===== src/rtl/bayq_pkg.sv =====
package bayq_pkg;

	localparam int MAX_WIDTH   = 4096;
	localparam int MAX_HEIGHT  = 4096;

	localparam int COORD_W     = 12;
	localparam int SAMP_W      = 10;
	localparam int DIM_W       = 13;
	localparam int ADDR_W      = 25;
	localparam int YUV_W       = 8;
	localparam int IN_TDATA_W  = 64;
	localparam int OUT_TDATA_W = 40;
	localparam int CFG_IDX_W   = 2;
	localparam int SFMT_W      = 3;
	localparam int DFMT_W      = 4;

	localparam int FIFO_DEPTH  = 4;
	localparam int FIFO_PTR_W  = $clog2(FIFO_DEPTH);

	// divide by 4000: >>5, then *ceil(2^22/125) >>22 (exact below 2^20)
	localparam int NUM_W       = 21;
	localparam int MAG_W       = 15;
	localparam int RCP_W       = 16;
	localparam int PROD_W      = MAG_W + RCP_W;
	localparam int PRE_SHIFT   = 5;
	localparam int RCP_SHIFT   = 22;
	localparam logic [RCP_W-1:0] RCP_125 = 16'd33555;

	localparam logic [CFG_IDX_W-1:0] REG_SRC_FMT = 2'd0;
	localparam logic [CFG_IDX_W-1:0] REG_DST_FMT = 2'd1;
	localparam logic [CFG_IDX_W-1:0] REG_WIDTH   = 2'd2;
	localparam logic [CFG_IDX_W-1:0] REG_HEIGHT  = 2'd3;

	localparam logic [DFMT_W-1:0] DST_BAYER10 = 4'd4;
	localparam logic [DFMT_W-1:0] DST_NV12    = 4'd8;
	localparam logic [DFMT_W-1:0] DST_YUYV    = 4'd9;
	localparam logic [DFMT_W-1:0] DST_UYVY    = 4'd10;

	localparam logic [1:0] PAT_RGGB = 2'd0;
	localparam logic [1:0] PAT_GRBG = 2'd1;
	localparam logic [1:0] PAT_GBRG = 2'd2;

	typedef enum logic [2:0] {
		KIND_BAYER8,
		KIND_BAYER10,
		KIND_NV12,
		KIND_YUYV,
		KIND_UYVY
	} kind_t;

	typedef logic [SAMP_W-1:0] samp_t;
	typedef samp_t [3:0] quad_t;

	typedef struct packed {
		samp_t r;
		samp_t gr;
		samp_t gb;
		samp_t b;
	} names_t;

	typedef struct packed {
		kind_t             kind;
		quad_t             pix;
		logic [YUV_W-1:0]  y_val;
		logic [YUV_W-1:0]  u_val;
		logic [YUV_W-1:0]  v_val;
		logic [ADDR_W-1:0] row0_addr;
		logic [ADDR_W-1:0] row1_addr;
		logic [ADDR_W-1:0] uv_addr;
	} desc_t;

	function automatic names_t names_from_quad(input logic [1:0] pat, input quad_t s);
		names_t n;
		case (pat)
			PAT_RGGB: begin n.r = s[0]; n.gr = s[1]; n.gb = s[2]; n.b = s[3]; end
			PAT_GRBG: begin n.gr = s[0]; n.r = s[1]; n.b = s[2]; n.gb = s[3]; end
			PAT_GBRG: begin n.gb = s[0]; n.b = s[1]; n.r = s[2]; n.gr = s[3]; end
			default:  begin n.b = s[0]; n.gb = s[1]; n.gr = s[2]; n.r = s[3]; end
		endcase
		return n;
	endfunction

	function automatic quad_t quad_from_names(input logic [1:0] pat, input names_t n);
		quad_t s;
		case (pat)
			PAT_RGGB: begin s[0] = n.r; s[1] = n.gr; s[2] = n.gb; s[3] = n.b; end
			PAT_GRBG: begin s[0] = n.gr; s[1] = n.r; s[2] = n.b; s[3] = n.gb; end
			PAT_GBRG: begin s[0] = n.gb; s[1] = n.b; s[2] = n.r; s[3] = n.gr; end
			default:  begin s[0] = n.b; s[1] = n.gb; s[2] = n.gr; s[3] = n.r; end
		endcase
		return s;
	endfunction

	function automatic logic [2:0] last_beat(input kind_t k);
		logic [2:0] lb;
		case (k)
			KIND_BAYER8, KIND_BAYER10: lb = 3'd3;
			KIND_NV12:                 lb = 3'd5;
			default:                   lb = 3'd7;
		endcase
		return lb;
	endfunction

endpackage


===== src/rtl/bayq_front.sv =====
module bayq_front (
	input  logic                             clk,
	input  logic                             arst_n,
	input  logic [bayq_pkg::SFMT_W-1:0]      source_format,
	input  logic [bayq_pkg::DFMT_W-1:0]      dest_format,
	input  logic [bayq_pkg::DIM_W-1:0]       frame_width,
	input  logic [bayq_pkg::DIM_W-1:0]       frame_height,
	input  logic                             in_valid,
	output logic                             in_ready,
	input  logic [bayq_pkg::IN_TDATA_W-1:0]  in_data,
	output logic                             push,
	input  logic                             push_ready,
	output bayq_pkg::desc_t                  push_desc
);
	import bayq_pkg::*;

	logic en;

	// s1: input beat
	logic                 v_s1;
	logic [COORD_W-1:0]   x_s1, y_s1;
	quad_t                raw_s1;

	// s2: named colors, address products
	logic                 v_s2, keep_s2;
	kind_t                kind_s2;
	logic [SAMP_W-1:0]    r_s2, g_s2, b_s2;
	quad_t                pix_s2;
	logic [COORD_W-1:0]   x_s2;
	logic [ADDR_W-1:0]    yw_s2, yhw_s2, wh_s2;

	// s3: numerators, addresses
	logic                 v_s3, keep_s3;
	kind_t                kind_s3;
	quad_t                pix_s3;
	logic signed [NUM_W-1:0] ny_s3, nu_s3, nv_s3;
	logic [ADDR_W-1:0]    a0_s3, a1_s3, auv_s3;

	// s4: reciprocal products
	logic                 v_s4, keep_s4;
	kind_t                kind_s4;
	quad_t                pix_s4;
	logic                 nu_neg_s4, nv_neg_s4;
	logic [PROD_W-1:0]    py_s4, pu_s4, pv_s4;
	logic [ADDR_W-1:0]    a0_s4, a1_s4, auv_s4;

	// s5: finished descriptor
	logic                 v_s5, keep_s5;
	desc_t                desc_s5;

	quad_t                wide;
	names_t               nm;
	logic [SAMP_W:0]      gsum;
	kind_t                kind_c;
	logic                 keep_c;
	quad_t                pix_c;

	always_comb begin
		for (int i = 0; i < 4; i++) begin
			wide[i] = source_format[2] ? raw_s1[i] : {raw_s1[i][7:0], 2'b00};
		end
		nm     = names_from_quad(source_format[1:0], wide);
		gsum   = {1'b0, nm.gr} + {1'b0, nm.gb};
		pix_c  = quad_from_names(dest_format[1:0], nm);
		keep_c = 1'b1;
		kind_c = KIND_BAYER8;
		if (dest_format < DST_BAYER10) begin
			kind_c = KIND_BAYER8;
			for (int i = 0; i < 4; i++) begin
				pix_c[i] = {2'b00, pix_c[i][SAMP_W-1:2]};
			end
		end else if (dest_format < DST_NV12) begin
			kind_c = KIND_BAYER10;
		end else if (dest_format == DST_NV12) begin
			kind_c = KIND_NV12;
		end else if (dest_format == DST_YUYV) begin
			kind_c = KIND_YUYV;
		end else if (dest_format == DST_UYVY) begin
			kind_c = KIND_UYVY;
		end else begin
			keep_c = 1'b0;
		end
	end

	logic signed [NUM_W-1:0] rs, gs, bs;
	logic [ADDR_W-1:0]       a0_c;

	always_comb begin
		rs   = NUM_W'(signed'({1'b0, r_s2}));
		gs   = NUM_W'(signed'({1'b0, g_s2}));
		bs   = NUM_W'(signed'({1'b0, b_s2}));
		a0_c = yw_s2 + ADDR_W'(x_s2);
	end

	logic [NUM_W-1:0] mag_y, mag_u, mag_v;

	always_comb begin
		mag_y = ny_s3[NUM_W-1] ? NUM_W'(-ny_s3) : NUM_W'(ny_s3);
		mag_u = nu_s3[NUM_W-1] ? NUM_W'(-nu_s3) : NUM_W'(nu_s3);
		mag_v = nv_s3[NUM_W-1] ? NUM_W'(-nv_s3) : NUM_W'(nv_s3);
	end

	function automatic logic [YUV_W-1:0] finish(input logic [PROD_W-1:0] p, input logic neg,
			input logic [YUV_W-1:0] ofs);
		logic [YUV_W-1:0]  q;
		logic signed [9:0] t;
		q = p[RCP_SHIFT +: YUV_W];
		t = neg ? 10'(signed'({2'b00, ofs})) - 10'(signed'({2'b00, q}))
		        : 10'(signed'({2'b00, ofs})) + 10'(signed'({2'b00, q}));
		if (t < 0) begin
			return '0;
		end else if (t > 10'sd255) begin
			return '1;
		end
		return t[YUV_W-1:0];
	endfunction

	always_ff @(posedge clk or negedge arst_n) begin
		if (!arst_n) begin
			v_s1 <= 1'b0;
			v_s2 <= 1'b0;
			v_s3 <= 1'b0;
			v_s4 <= 1'b0;
			v_s5 <= 1'b0;
		end else if (en) begin
			v_s1 <= in_valid;
			v_s2 <= v_s1;
			v_s3 <= v_s2;
			v_s4 <= v_s3;
			v_s5 <= v_s4;
		end
	end

	always_ff @(posedge clk) begin
		if (en) begin
			x_s1   <= in_data[COORD_W-1:0];
			y_s1   <= in_data[2*COORD_W-1:COORD_W];
			for (int i = 0; i < 4; i++) begin
				raw_s1[i] <= in_data[2*COORD_W + i*SAMP_W +: SAMP_W];
			end

			keep_s2 <= keep_c;
			kind_s2 <= kind_c;
			r_s2    <= nm.r;
			g_s2    <= gsum[SAMP_W:1];
			b_s2    <= nm.b;
			pix_s2  <= pix_c;
			x_s2    <= x_s1;
			yw_s2   <= ADDR_W'(y_s1 * frame_width);
			yhw_s2  <= ADDR_W'(y_s1[COORD_W-1:1] * frame_width);
			wh_s2   <= ADDR_W'(frame_width * frame_height);

			keep_s3 <= keep_s2;
			kind_s3 <= kind_s2;
			pix_s3  <= pix_s2;
			ny_s3   <= rs * 21'sd257 + gs * 21'sd504 + bs * 21'sd98;
			nu_s3   <= bs * 21'sd439 - rs * 21'sd148 - gs * 21'sd291;
			nv_s3   <= rs * 21'sd439 - gs * 21'sd368 - bs * 21'sd71;
			a0_s3   <= a0_c;
			a1_s3   <= a0_c + ADDR_W'(frame_width);
			auv_s3  <= wh_s2 + yhw_s2 + ADDR_W'({x_s2[COORD_W-1:1], 1'b0});

			keep_s4   <= keep_s3;
			kind_s4   <= kind_s3;
			pix_s4    <= pix_s3;
			nu_neg_s4 <= nu_s3[NUM_W-1];
			nv_neg_s4 <= nv_s3[NUM_W-1];
			py_s4     <= mag_y[PRE_SHIFT +: MAG_W] * RCP_125;
			pu_s4     <= mag_u[PRE_SHIFT +: MAG_W] * RCP_125;
			pv_s4     <= mag_v[PRE_SHIFT +: MAG_W] * RCP_125;
			a0_s4     <= a0_s3;
			a1_s4     <= a1_s3;
			auv_s4    <= auv_s3;

			keep_s5           <= keep_s4;
			desc_s5.kind      <= kind_s4;
			desc_s5.pix       <= pix_s4;
			desc_s5.y_val     <= finish(py_s4, 1'b0, 8'd16);
			desc_s5.u_val     <= finish(pu_s4, nu_neg_s4, 8'd128);
			desc_s5.v_val     <= finish(pv_s4, nv_neg_s4, 8'd128);
			desc_s5.row0_addr <= a0_s4;
			desc_s5.row1_addr <= a1_s4;
			desc_s5.uv_addr   <= auv_s4;
		end
	end

	assign push      = v_s5 && keep_s5;
	assign push_desc = desc_s5;
	assign en        = !v_s5 || !keep_s5 || push_ready;
	assign in_ready  = en;

	a_no_lost_push: assert property (@(posedge clk) disable iff (!arst_n)
		push && !push_ready |=> push && $stable(push_desc))
		else $error("front dropped a stalled descriptor");

	a_stall_freezes: assert property (@(posedge clk) disable iff (!arst_n)
		!en |=> $stable(v_s1) && $stable(v_s4))
		else $error("front pipeline moved while stalled");

	a_drop_unknown: assert property (@(posedge clk) disable iff (!arst_n)
		v_s5 && !keep_s5 |-> en && !push)
		else $error("unknown format reached the queue");

endmodule


===== src/rtl/bayq_fifo.sv =====
module bayq_fifo (
	input  logic            clk,
	input  logic            arst_n,
	input  logic            push,
	output logic            push_ready,
	input  bayq_pkg::desc_t push_desc,
	output logic            pop_valid,
	input  logic            pop,
	output bayq_pkg::desc_t pop_desc
);
	import bayq_pkg::*;

	desc_t                 mem_q [FIFO_DEPTH];
	logic [FIFO_PTR_W-1:0] wr_ptr_q, rd_ptr_q;
	logic [FIFO_PTR_W:0]   count_q;
	logic                  do_push, do_pop;

	assign push_ready = count_q != (FIFO_PTR_W+1)'(FIFO_DEPTH);
	assign pop_valid  = count_q != '0;
	assign do_push    = push && push_ready;
	assign do_pop     = pop && pop_valid;
	assign pop_desc   = mem_q[rd_ptr_q];

	always_ff @(posedge clk or negedge arst_n) begin
		if (!arst_n) begin
			wr_ptr_q <= '0;
			rd_ptr_q <= '0;
			count_q  <= '0;
		end else begin
			if (do_push) begin
				wr_ptr_q <= wr_ptr_q + 1'b1;
			end
			if (do_pop) begin
				rd_ptr_q <= rd_ptr_q + 1'b1;
			end
			if (do_push && !do_pop) begin
				count_q <= count_q + 1'b1;
			end else if (do_pop && !do_push) begin
				count_q <= count_q - 1'b1;
			end
		end
	end

	always_ff @(posedge clk) begin
		if (do_push) begin
			mem_q[wr_ptr_q] <= push_desc;
		end
	end

	a_count_ptrs: assert property (@(posedge clk) disable iff (!arst_n)
		count_q == '0 || count_q == (FIFO_PTR_W+1)'(FIFO_DEPTH) ||
		(FIFO_PTR_W)'(wr_ptr_q - rd_ptr_q) == count_q[FIFO_PTR_W-1:0])
		else $error("queue count out of step with pointers");

	a_bound: assert property (@(posedge clk) disable iff (!arst_n)
		count_q <= (FIFO_PTR_W+1)'(FIFO_DEPTH))
		else $error("queue overflow");

	a_pop_level: assert property (@(posedge clk) disable iff (!arst_n)
		do_pop && !do_push |=> count_q == $past(count_q) - 1'b1)
		else $error("queue lost track on pop");

endmodule


===== src/rtl/bayq_back.sv =====
module bayq_back (
	input  logic                             clk,
	input  logic                             arst_n,
	input  logic                             q_valid,
	output logic                             q_pop,
	input  bayq_pkg::desc_t                  q_desc,
	output logic                             m_tvalid,
	input  logic                             m_tready,
	output logic [bayq_pkg::OUT_TDATA_W-1:0] m_tdata,
	output logic                             m_tuser,
	output logic                             m_tlast
);
	import bayq_pkg::*;

	desc_t             cur_q;
	logic              cur_v_q;
	logic [2:0]        beat_q;
	logic              out_free, emit, is_last;
	logic [ADDR_W-1:0] base, addr;
	logic [SAMP_W-1:0] data;
	logic              word;

	assign out_free = !m_tvalid || m_tready;
	assign is_last  = beat_q == last_beat(cur_q.kind);
	assign emit     = cur_v_q && out_free;
	assign q_pop    = q_valid && (!cur_v_q || (emit && is_last));

	always_comb begin
		base = beat_q[1] ? cur_q.row1_addr : cur_q.row0_addr;
		addr = base + ADDR_W'(beat_q[0]);
		data = cur_q.pix[beat_q[1:0]];
		word = 1'b0;
		case (cur_q.kind)
			KIND_BAYER8: begin
			end
			KIND_BAYER10: begin
				addr = {base[ADDR_W-2:0], 1'b0} + ADDR_W'({beat_q[0], 1'b0});
				word = 1'b1;
			end
			KIND_NV12: begin
				data = SAMP_W'(cur_q.y_val);
				if (beat_q[2]) begin
					addr = cur_q.uv_addr + ADDR_W'(beat_q[0]);
					data = SAMP_W'(beat_q[0] ? cur_q.v_val : cur_q.u_val);
				end
			end
			KIND_YUYV, KIND_UYVY: begin
				base = beat_q[2] ? cur_q.row1_addr : cur_q.row0_addr;
				addr = {base[ADDR_W-2:0], 1'b0} + ADDR_W'(beat_q[1:0]);
				if (beat_q[0] == (cur_q.kind == KIND_UYVY)) begin
					data = SAMP_W'(cur_q.y_val);
				end else begin
					data = SAMP_W'(beat_q[1] ? cur_q.v_val : cur_q.u_val);
				end
			end
			default: begin
			end
		endcase
	end

	always_ff @(posedge clk or negedge arst_n) begin
		if (!arst_n) begin
			cur_v_q  <= 1'b0;
			beat_q   <= '0;
			m_tvalid <= 1'b0;
		end else begin
			if (q_pop) begin
				cur_v_q <= 1'b1;
				beat_q  <= '0;
			end else if (emit) begin
				if (is_last) begin
					cur_v_q <= 1'b0;
				end
				beat_q <= beat_q + 1'b1;
			end
			if (out_free) begin
				m_tvalid <= cur_v_q;
			end
		end
	end

	always_ff @(posedge clk) begin
		if (q_pop) begin
			cur_q <= q_desc;
		end
		if (emit) begin
			m_tdata <= {(OUT_TDATA_W-ADDR_W-SAMP_W)'(0), data, addr};
			m_tuser <= word;
			m_tlast <= is_last;
		end
	end

	a_beat_range: assert property (@(posedge clk) disable iff (!arst_n)
		cur_v_q |-> beat_q <= last_beat(cur_q.kind))
		else $error("beat counter ran past the last write");

	a_pop_has_data: assert property (@(posedge clk) disable iff (!arst_n)
		q_pop |-> q_valid)
		else $error("pop from an empty queue");

	a_load_starts: assert property (@(posedge clk) disable iff (!arst_n)
		q_pop |=> cur_v_q && beat_q == '0)
		else $error("new quad did not start at its first write");

	a_last_ends: assert property (@(posedge clk) disable iff (!arst_n)
		emit && is_last && !q_pop |=> !cur_v_q)
		else $error("quad kept running after its last write");

endmodule


===== src/rtl/bayer_quad_format_converter_unit.sv =====
// channel  | dir | tdata (low bit up)                          | tuser      | tlast
// s_axis   | in  | quad_col, quad_row, tl, tr, bl, br (64b)     | -          | -
// m_axis   | out | byte_addr, write_data, pad to 40b            | word_write | last_write
// cfg      | in  | cfg_we, cfg_index, cfg_wdata (13b)           | -          | -
//
// One quad gives 4 writes (Bayer), 6 (NV12) or 8 (YUYV/UYVY) at one write per
// cycle while m_tready is high; the output beat rate sets throughput.
// Five-stage front feeds a 4-entry descriptor queue; the back steps a beat counter.
// arst_n clears valid flags and sets config to its reset values.
// Output stall backs up the queue, then the front, then s_tready.
module bayer_quad_format_converter_unit (
	input  logic                             clk,
	input  logic                             arst_n,
	input  logic                             s_tvalid,
	output logic                             s_tready,
	input  logic [bayq_pkg::IN_TDATA_W-1:0]  s_tdata,  // col, row, tl, tr, bl, br
	output logic                             m_tvalid,
	input  logic                             m_tready,
	output logic [bayq_pkg::OUT_TDATA_W-1:0] m_tdata,  // byte_addr, write_data, zero pad
	output logic                             m_tuser,  // word_write
	output logic                             m_tlast,
	input  logic                             cfg_we,
	input  logic [bayq_pkg::CFG_IDX_W-1:0]   cfg_index,
	input  logic [bayq_pkg::DIM_W-1:0]       cfg_wdata
);
	import bayq_pkg::*;

	logic [SFMT_W-1:0] src_fmt_q;
	logic [DFMT_W-1:0] dst_fmt_q;
	logic [DIM_W-1:0]  width_q, height_q;

	always_ff @(posedge clk or negedge arst_n) begin
		if (!arst_n) begin
			src_fmt_q <= '0;
			dst_fmt_q <= '0;
			width_q   <= DIM_W'(MAX_WIDTH);
			height_q  <= DIM_W'(MAX_HEIGHT);
		end else if (cfg_we) begin
			case (cfg_index)
				REG_SRC_FMT: src_fmt_q <= cfg_wdata[SFMT_W-1:0];
				REG_DST_FMT: dst_fmt_q <= cfg_wdata[DFMT_W-1:0];
				REG_WIDTH:   width_q   <= cfg_wdata > DIM_W'(MAX_WIDTH) ?
				                          DIM_W'(MAX_WIDTH) : cfg_wdata;
				REG_HEIGHT:  height_q  <= cfg_wdata > DIM_W'(MAX_HEIGHT) ?
				                          DIM_W'(MAX_HEIGHT) : cfg_wdata;
				default: begin
				end
			endcase
		end
	end

	logic  push, push_ready, q_valid, q_pop;
	desc_t push_desc, q_desc;

	bayq_front u_front (
		.clk           (clk),
		.arst_n        (arst_n),
		.source_format (src_fmt_q),
		.dest_format   (dst_fmt_q),
		.frame_width   (width_q),
		.frame_height  (height_q),
		.in_valid      (s_tvalid),
		.in_ready      (s_tready),
		.in_data       (s_tdata),
		.push          (push),
		.push_ready    (push_ready),
		.push_desc     (push_desc)
	);

	bayq_fifo u_fifo (
		.clk        (clk),
		.arst_n     (arst_n),
		.push       (push),
		.push_ready (push_ready),
		.push_desc  (push_desc),
		.pop_valid  (q_valid),
		.pop        (q_pop),
		.pop_desc   (q_desc)
	);

	bayq_back u_back (
		.clk      (clk),
		.arst_n   (arst_n),
		.q_valid  (q_valid),
		.q_pop    (q_pop),
		.q_desc   (q_desc),
		.m_tvalid (m_tvalid),
		.m_tready (m_tready),
		.m_tdata  (m_tdata),
		.m_tuser  (m_tuser),
		.m_tlast  (m_tlast)
	);

endmodule

===== config.mk =====
export PLATFORM = sky130hd
export DESIGN_NAME = bayer_quad_format_converter_unit
export DESIGN_NICKNAME = d
export VERILOG_FILES = /design/src/rtl/bayq_pkg.sv /design/src/rtl/bayq_front.sv /design/src/rtl/bayq_fifo.sv /design/src/rtl/bayq_back.sv /design/src/rtl/bayer_quad_format_converter_unit.sv
export SDC_FILE = /design/constraint.sdc
export NUM_CORES = 2
export LEC_CHECK = 0
export ABC_AREA = 1
export BUFFER_PORTS_ARGS = -buffer_cell sky130_fd_sc_hd__buf_4
export CORE_MARGIN = 4
export CORE_UTILIZATION = 60
export CTS_CLUSTER_SIZE = 14
export DETAILED_ROUTE_END_ITERATION = 8
export PLACE_DENSITY_LB_ADDON = 0.15
export SETUP_SLACK_MARGIN = 0.05
export SKIP_CTS_REPAIR_TIMING = 1
export SLEW_MARGIN = 10
export SYNTH_ARGS = -nofsm -noshare
export SYNTH_HDL_FRONTEND = slang
export SYNTH_HIERARCHICAL = 1
export SYNTH_SLANG_ARGS = --single-unit

===== constraint.sdc =====
create_clock -name clk -period 43.9 [get_ports clk]
set_input_delay 2.195 -clock clk [delete_from_list [all_inputs] [get_ports clk]]
set_output_delay 2.195 -clock clk [all_outputs]
set_load 0.005 [all_outputs]

Word-level counts from Yosys, hierarchy flattened
Memory sizes are Yosys's and may differ from the RTL's. A register that Yosys moved wholly into a read port is not among the register bits.
Cells that the tools add are included.
{"block": "word_totals", "ram_bits": 568, "reg_bits": 847, "memories": 1, "wordCells": 245, "out_inout_bits": 44, "in_bits": 84}
{"block": "classes", "n_eq_ne": 17, "reduce_logical": 35, "n_mul": 15, "muxes": 58, "magnitude_cmp": 10, "add_sub_neg": 28}
{"memory": "u_fifo.mem_q", "depth": 4, "width": 142, "rd": 1, "rd_clocked_by_memory_dff": 1, "wr": 1, "line_no": "bayq_fifo.sv:13", "text": "desc_t mem_q [FIFO_DEPTH];"}
{"op": "$pmux W40 S3", "count": 2}
{"op": "$mul A15 B16 Y30 const B", "count": 3}
{"op": "$mux W10", "count": 9}
{"op": "$mux W8", "count": 11}
{"op": "$sub A21 B21 Y21", "count": 4}
{"op": "$mul A10 B9 Y19 const B", "count": 4}
{"op": "$pmux W25 S3", "count": 1}
{"op": "$mux W20", "count": 3}
{"op": "$neg A20 Y20", "count": 3}
{"op": "$add A25 B1 Y25", "count": 2}
{"op": "$add A25 B12 Y25", "count": 2}
{"op": "$add A25 B2 Y25", "count": 2}
{"op": "$mux W25", "count": 2}
{"op": "$mul A10 B6 Y16 const B", "count": 3}
{"op": "$add A21 B21 Y21", "count": 2}
{"op": "$mux W38", "count": 1}
{"op": "$gt A10 B9 Y1 const B", "count": 3}
{"op": "$lt A10 B1 Y1 const B", "count": 3}
{"op": "$add A25 B13 Y25", "count": 1}
{"op": "$add A25 B24 Y25", "count": 1}
{"op": "$mul A12 B13 Y25", "count": 1}
{"op": "$mul A13 B13 Y25", "count": 1}
{"op": "$mul A11 B13 Y24", "count": 1}
{"op": "$mux W24", "count": 1}
{"op": "39 further kinds", "count": 97}

Depth between registers and ports, before layout
{"block": "logic_depth", "word_depth": 11, "mapped_depth": 35}

By module
Netlist, hierarchy kept.
{"module": "bayq_front", "seq_area_each_um2": 20965.1, "n_inst": 1, "area_each_um2": 65710.5, "cells_each": 6850}
{"module": "bayq_fifo", "seq_area_each_um2": 17231.5, "n_inst": 1, "area_each_um2": 23052.1, "cells_each": 1716}
{"module": "bayq_back", "seq_area_each_um2": 5500.3, "n_inst": 1, "area_each_um2": 10279.9, "cells_each": 1223}
{"module": "bayer_quad_format_converter_unit", "seq_area_each_um2": 828.3, "n_inst": 1, "area_each_um2": 1386.3, "cells_each": 155}

Least setup slack after synthesis
OpenSTA, ideal clock, no wires.
{"block": "synth_timing", "path_kind": "register to register", "from": "register u_fifo.count_q[0]", "to": "register u_front.v_s3", "n_path_buf": 1, "stages_incl_launch_ff": 6, "setup_time_ns": 0.171, "synth_period_minus_slack_ns": 22.325, "t_arrival_ns": 22.154, "slack_ns": 21.575, "required_ns": 43.729, "cell_sequence": "dfrtp_1 -> inv_1 -> nand3_1 -> or2_2 -> clkbuf_1 -> mux2_2"}
{"block": "synth_between", "elab_chain_cells": 2}
{"element": "start, declared", "line_no": "bayq_fifo.sv:15", "text": "logic [FIFO_PTR_W:0] count_q;"}
{"element": "start signal, assigned", "line_no": "bayq_fifo.sv:37", "text": "count_q <= count_q + 1'b1;"}
{"element": "start signal, assigned", "line_no": "bayq_fifo.sv:39", "text": "count_q <= count_q - 1'b1;"}
{"element": "$ne A3 B3 Y1", "line_no": "bayq_fifo.sv:18", "text": "assign push_ready = count_q != (FIFO_PTR_W+1)'(FIFO_DEPTH);"}
{"element": "named net push_ready", "line_no": "bayer_quad_format_converter_unit.sv:52", "text": "logic push, push_ready, q_valid, q_pop;"}
{"element": "$logic_or A1 B1 Y1", "line_no": "bayq_front.sv:189", "text": "assign en = !v_s5 || !keep_s5 || push_ready;"}
{"element": "named net s_tready", "line_no": "bayer_quad_format_converter_unit.sv:15", "text": "output logic s_tready,"}
{"element": "end signal, assigned", "line_no": "bayq_front.sv:128", "text": "v_s3 <= v_s2;"}
{"element": "end, declared", "line_no": "bayq_front.sv:33", "text": "logic v_s3, keep_s3;"}
The timed path passes the listed nets, and every way through them passes these cells.
A chain may end at the register's enable or synchronous reset.

Worst setup path after layout
{"block": "layout_timing", "from": "register u_front.r_s2[7]", "to": "register u_front.nu_s3[20], data pin"}
{"block": "layout_between", "elab_chain_cells": 3}
{"element": "start, declared", "line_no": "bayq_front.sv:27", "text": "logic [SAMP_W-1:0] r_s2, g_s2, b_s2;"}
{"element": "start signal, assigned", "line_no": "bayq_front.sv:144", "text": "r_s2 <= nm.r;"}
{"element": "$mul A10 B6 Y16", "line_no": "bayq_front.sv:157", "text": "nu_s3 <= bs * 21'sd439 - rs * 21'sd148 - gs * 21'sd291;"}
{"element": "$sub A21 B21 Y21 (2 in a row)", "line_no": "bayq_front.sv:157"}
{"element": "end signal, assigned", "line_no": "bayq_front.sv:157"}
{"element": "end, declared", "line_no": "bayq_front.sv:36", "text": "logic signed [NUM_W-1:0] ny_s3, nu_s3, nv_s3;"}
No other way between the ends.

==> run summary <==
I/O Pins -> 128
CTS Buf Count -> 152
GRT Total Usage -> 29.0%
Max transition margin -> 20.5%
Hold path depth -> 0
CP arrival -> 8.90 ns
WS Path Type -> flip-flop to flip-flop
Total congestion overflow -> 0
Share of post-route cells with drive strength above 1 -> 5.14%
Setup_tns -> 0 ns
Reg clk slew, reported paths -> 0.06 ns
Dpl hpwl -> 193000 µm
Initial antenna violation count -> 13
Routed via count -> 68901
Syn Std Cell Area -> 100000 µm²
Critical path buffers and inverters -> 5
Core footprint -> 166000 µm²
DR vias/cell -> 5.59
DRC -> 0
Max H-tree Level -> 4
Worst EP required -> 44.39 ns
Distinct cells, synth -> 69
Final Critical Period -> 8.40 ns
Clock Sinks -> 1491
ANT nets after route -> 0
Crit. End Element -> flip-flop
Clk buf depth -> 3
TritonRoute pass-1 iters -> 7
Avg Synthesized Cell Area -> 10.1 µm²
Pin count of the biggest net entering global routing -> 233
Crit-path leading delay family -> adder cells
Die extent in y -> 417 µm
CTS tree -> done
Vias in the first global route -> 68387
Root buf cell -> clkbuf_16
Area growth, synth to finish -> 7.61%
Post-synthesis sequential area ratio -> 44.3%
Max incr delay on CP -> 0.77 ns
Starting Density -> 60.6%
Yosys warns -> 6
Die width -> 417 µm
Max-slew violation count -> 0
EDFF count, synth -> 1441
Clock Latency Late Sink -> 0.79 ns
Ys flop type -> edfxtp_1
Routed length per instance -> 20.3 µm
Final Skew -> 0.0505 ns
Outcome -> completed
Startpoint types -> flip-flop
Final Routed Wirelength -> 251000 µm
Most common cell type on the critical path -> ha_1
Slowest-stage cell, CP -> edfxtp_1
Crit-path max FO -> 10
Fmax -> 119 MHz
Slew at the pin with the worst max-slew slack -> 1.19 ns
First-pass GRT wire length -> 390000 µm
Final Cycle Share -> 19.1%
#FFs+latches synth -> 1491
R2R depth -> 33
Final hold vios -> 0
Levels on crit path -> 33
Endpoints failing setup -> 0
Port bufs -> 122
Initial DRC Count -> 5858
Hold WC Path Type -> flip-flop to flip-flop
Mapped Cells -> 9944
RePlAce Congestion -> 0.984
Total Nets Final -> 11637
RSZ-0062 raised after global routing -> no
Async SR Flop Fraction -> 3.35%
# Max-Cap Violations -> 0
Die Area -> 174000 µm²
Cell Rows -> 149
[logic make-up (layout without fill, tap and decap cells)]
family	count (synthesis)	in the layout	share of synthesized area (%)
fa+ha+maj	1533	1533	23.3
xor+xnor	360	360	3.15
mux	2	2	0.0212
flops	1491	1491	44.3
simple gates	3172	3172	12.9
buf+inv	2123	2313	8.53
other cells	1	12	0.00373
compound gates	1262	1262	7.73
[Yosys cell counts, types with 10 or more instances]
| library cell | instances | area [µm²] |
|---|---|---|
| a211oi_1 | 15 | 113 |
| a21boi_0 | 14 | 105 |
| a21o_1 | 29 | 218 |
| a21oi_1 | 361 | 1810 |
| a31oi_1 | 31 | 194 |
| and2_1 | 11 | 68.8 |
| buf_1 | 16 | 60.1 |
| buf_2 | 31 | 155 |
| buf_4 | 23 | 173 |
| buf_6 | 61 | 687 |
| clkbuf_1 | 122 | 458 |
| dfrtp_1 | 48 | 1200 |
| edfxtp_1 | 1441 | 43300 |
| fa_1 | 565 | 11300 |
| ha_1 | 968 | 12100 |
| inv_1 | 1841 | 6910 |
| inv_2 | 23 | 86.3 |
| nand2_1 | 2178 | 8180 |
| nand2_2 | 22 | 138 |
| nand3_1 | 289 | 1450 |
| nand4_1 | 90 | 563 |
| nor2_1 | 444 | 1670 |
| nor2_2 | 22 | 138 |
| nor3_1 | 64 | 320 |
| o2111ai_1 | 23 | 201 |
| o211ai_1 | 323 | 2420 |
| o21a_1 | 16 | 120 |
| o21ai_0 | 279 | 1400 |
| o21ai_1 | 62 | 310 |
| o21bai_1 | 18 | 135 |
| o22ai_1 | 32 | 200 |
| o31ai_1 | 13 | 97.6 |
| or2_2 | 10 | 62.6 |
| xnor2_1 | 110 | 963 |
| xor2_1 | 249 | 2180 |
[state kept, by name, indices dropped and copies added, names as in the netlist, 13 cells and up]
| register | flops |
|---|---|
| u_front/wh_s2 | 25 |
| u_front/a1_s4 | 25 |
| u_front/auv_s4 | 25 |
| u_back/cur_q | 142 |
| u_fifo/mem_q | 568 |
| u_front/nv_s3 | 21 |
| u_front/pix_s3 | 40 |
| u_front/pix_s4 | 40 |
| u_front/yw_s2 | 25 |
| width_q | 13 |
| u_front/auv_s3 | 25 |
| u_front/yhw_s2 | 24 |
| u_front/a1_s3 | 25 |
| u_back/m_tdata | 35 |
| u_front/ny_s3 | 21 |
| u_front/raw_s1 | 40 |
| u_front/a0_s3 | 25 |
| u_front/nu_s3 | 21 |
| height_q | 13 |
| u_front/pix_s2 | 40 |
| u_front/push_desc | 142 |
| u_front/a0_s4 | 25 |
[per-layer routing]
| layer | track usage, % | share of wire (%) |
|---|---|---|
| met5 | 0 | 0.044 |
| met4 | 8.83 | 3.2 |
| met3 | 4.93 | 7.0 |
| met2 | 45.7 | 45 |
| met1 | 41.5 | 44 |
[layout make-up]
type | count | area [µm²]
Fill cell | 13021 | 57700
Multi-Input combinational cell | 6334 | 47400
Sequential cell | 1491 | 44500
Inverter | 1869 | 7040
Clock buffer | 193 | 4070
Tap cell | 2189 | 2740
Timing Repair Buffer | 172 | 1350
Clock inverter | 79 | 923
Antenna cell | 7 | 17.5
[through the flow]
stage / cell area (µm²) / utilization (%) / cells / hold WS [ns] / worst slack [ns]
floorplan: 100000 / - / 9948 / 0.400 / 21.57
global placement: 103000 / 62.2 / 12055 / 0.401 / 35.52
detailed placement: 103000 / 62.2 / 12055 / 0.405 / 35.50
CTS: 108000 / 65.2 / 12327 / 0.404 / 35.46
global route: 108000 / 65.2 / 12327 / 0.407 / 34.90
finish: 108000 / 65.2 / 12334 / 0.401 / 35.50
[layout by cell type, fill, tap and decap left out, types with 45 or more instances in the layout]
cell type,netlist,routed
nand2_1,2178,2178
inv_1,1841,1840
edfxtp_1,1441,1441
ha_1,968,968
fa_1,565,565
nor2_1,444,436
a21oi_1,361,361
o211ai_1,323,323
nand3_1,289,289
o21ai_0,279,279
xor2_1,249,249
buf_4,23,167
clkbuf_16,0,156
xnor2_1,110,110
nand4_1,90,90
nor3_1,64,64
o21ai_1,62,62
dfrtp_1,48,45
[worst paths after layout]
path | from | to | slack [ns]
setup / recovery | u_front/r_s2[7] | u_front/nu_s3[20] | 35.50
hold / removal | u_front/auv_s4[7] | u_front/push_desc[7] | 0.40
setup reg to reg | u_front/r_s2[7] | u_front/nu_s3[20] | 35.50
hold reg to reg | u_front/auv_s4[7] | u_front/push_desc[7] | 0.40
max in group asynchronous | arst_n | src_fmt_q[2] | 41.73
min in group asynchronous | arst_n | u_fifo/wr_ptr_q[0] | 1.50
Power is not shown: default switching activity piles up to over one toggle a cycle in this logic, so the estimate is an artifact.
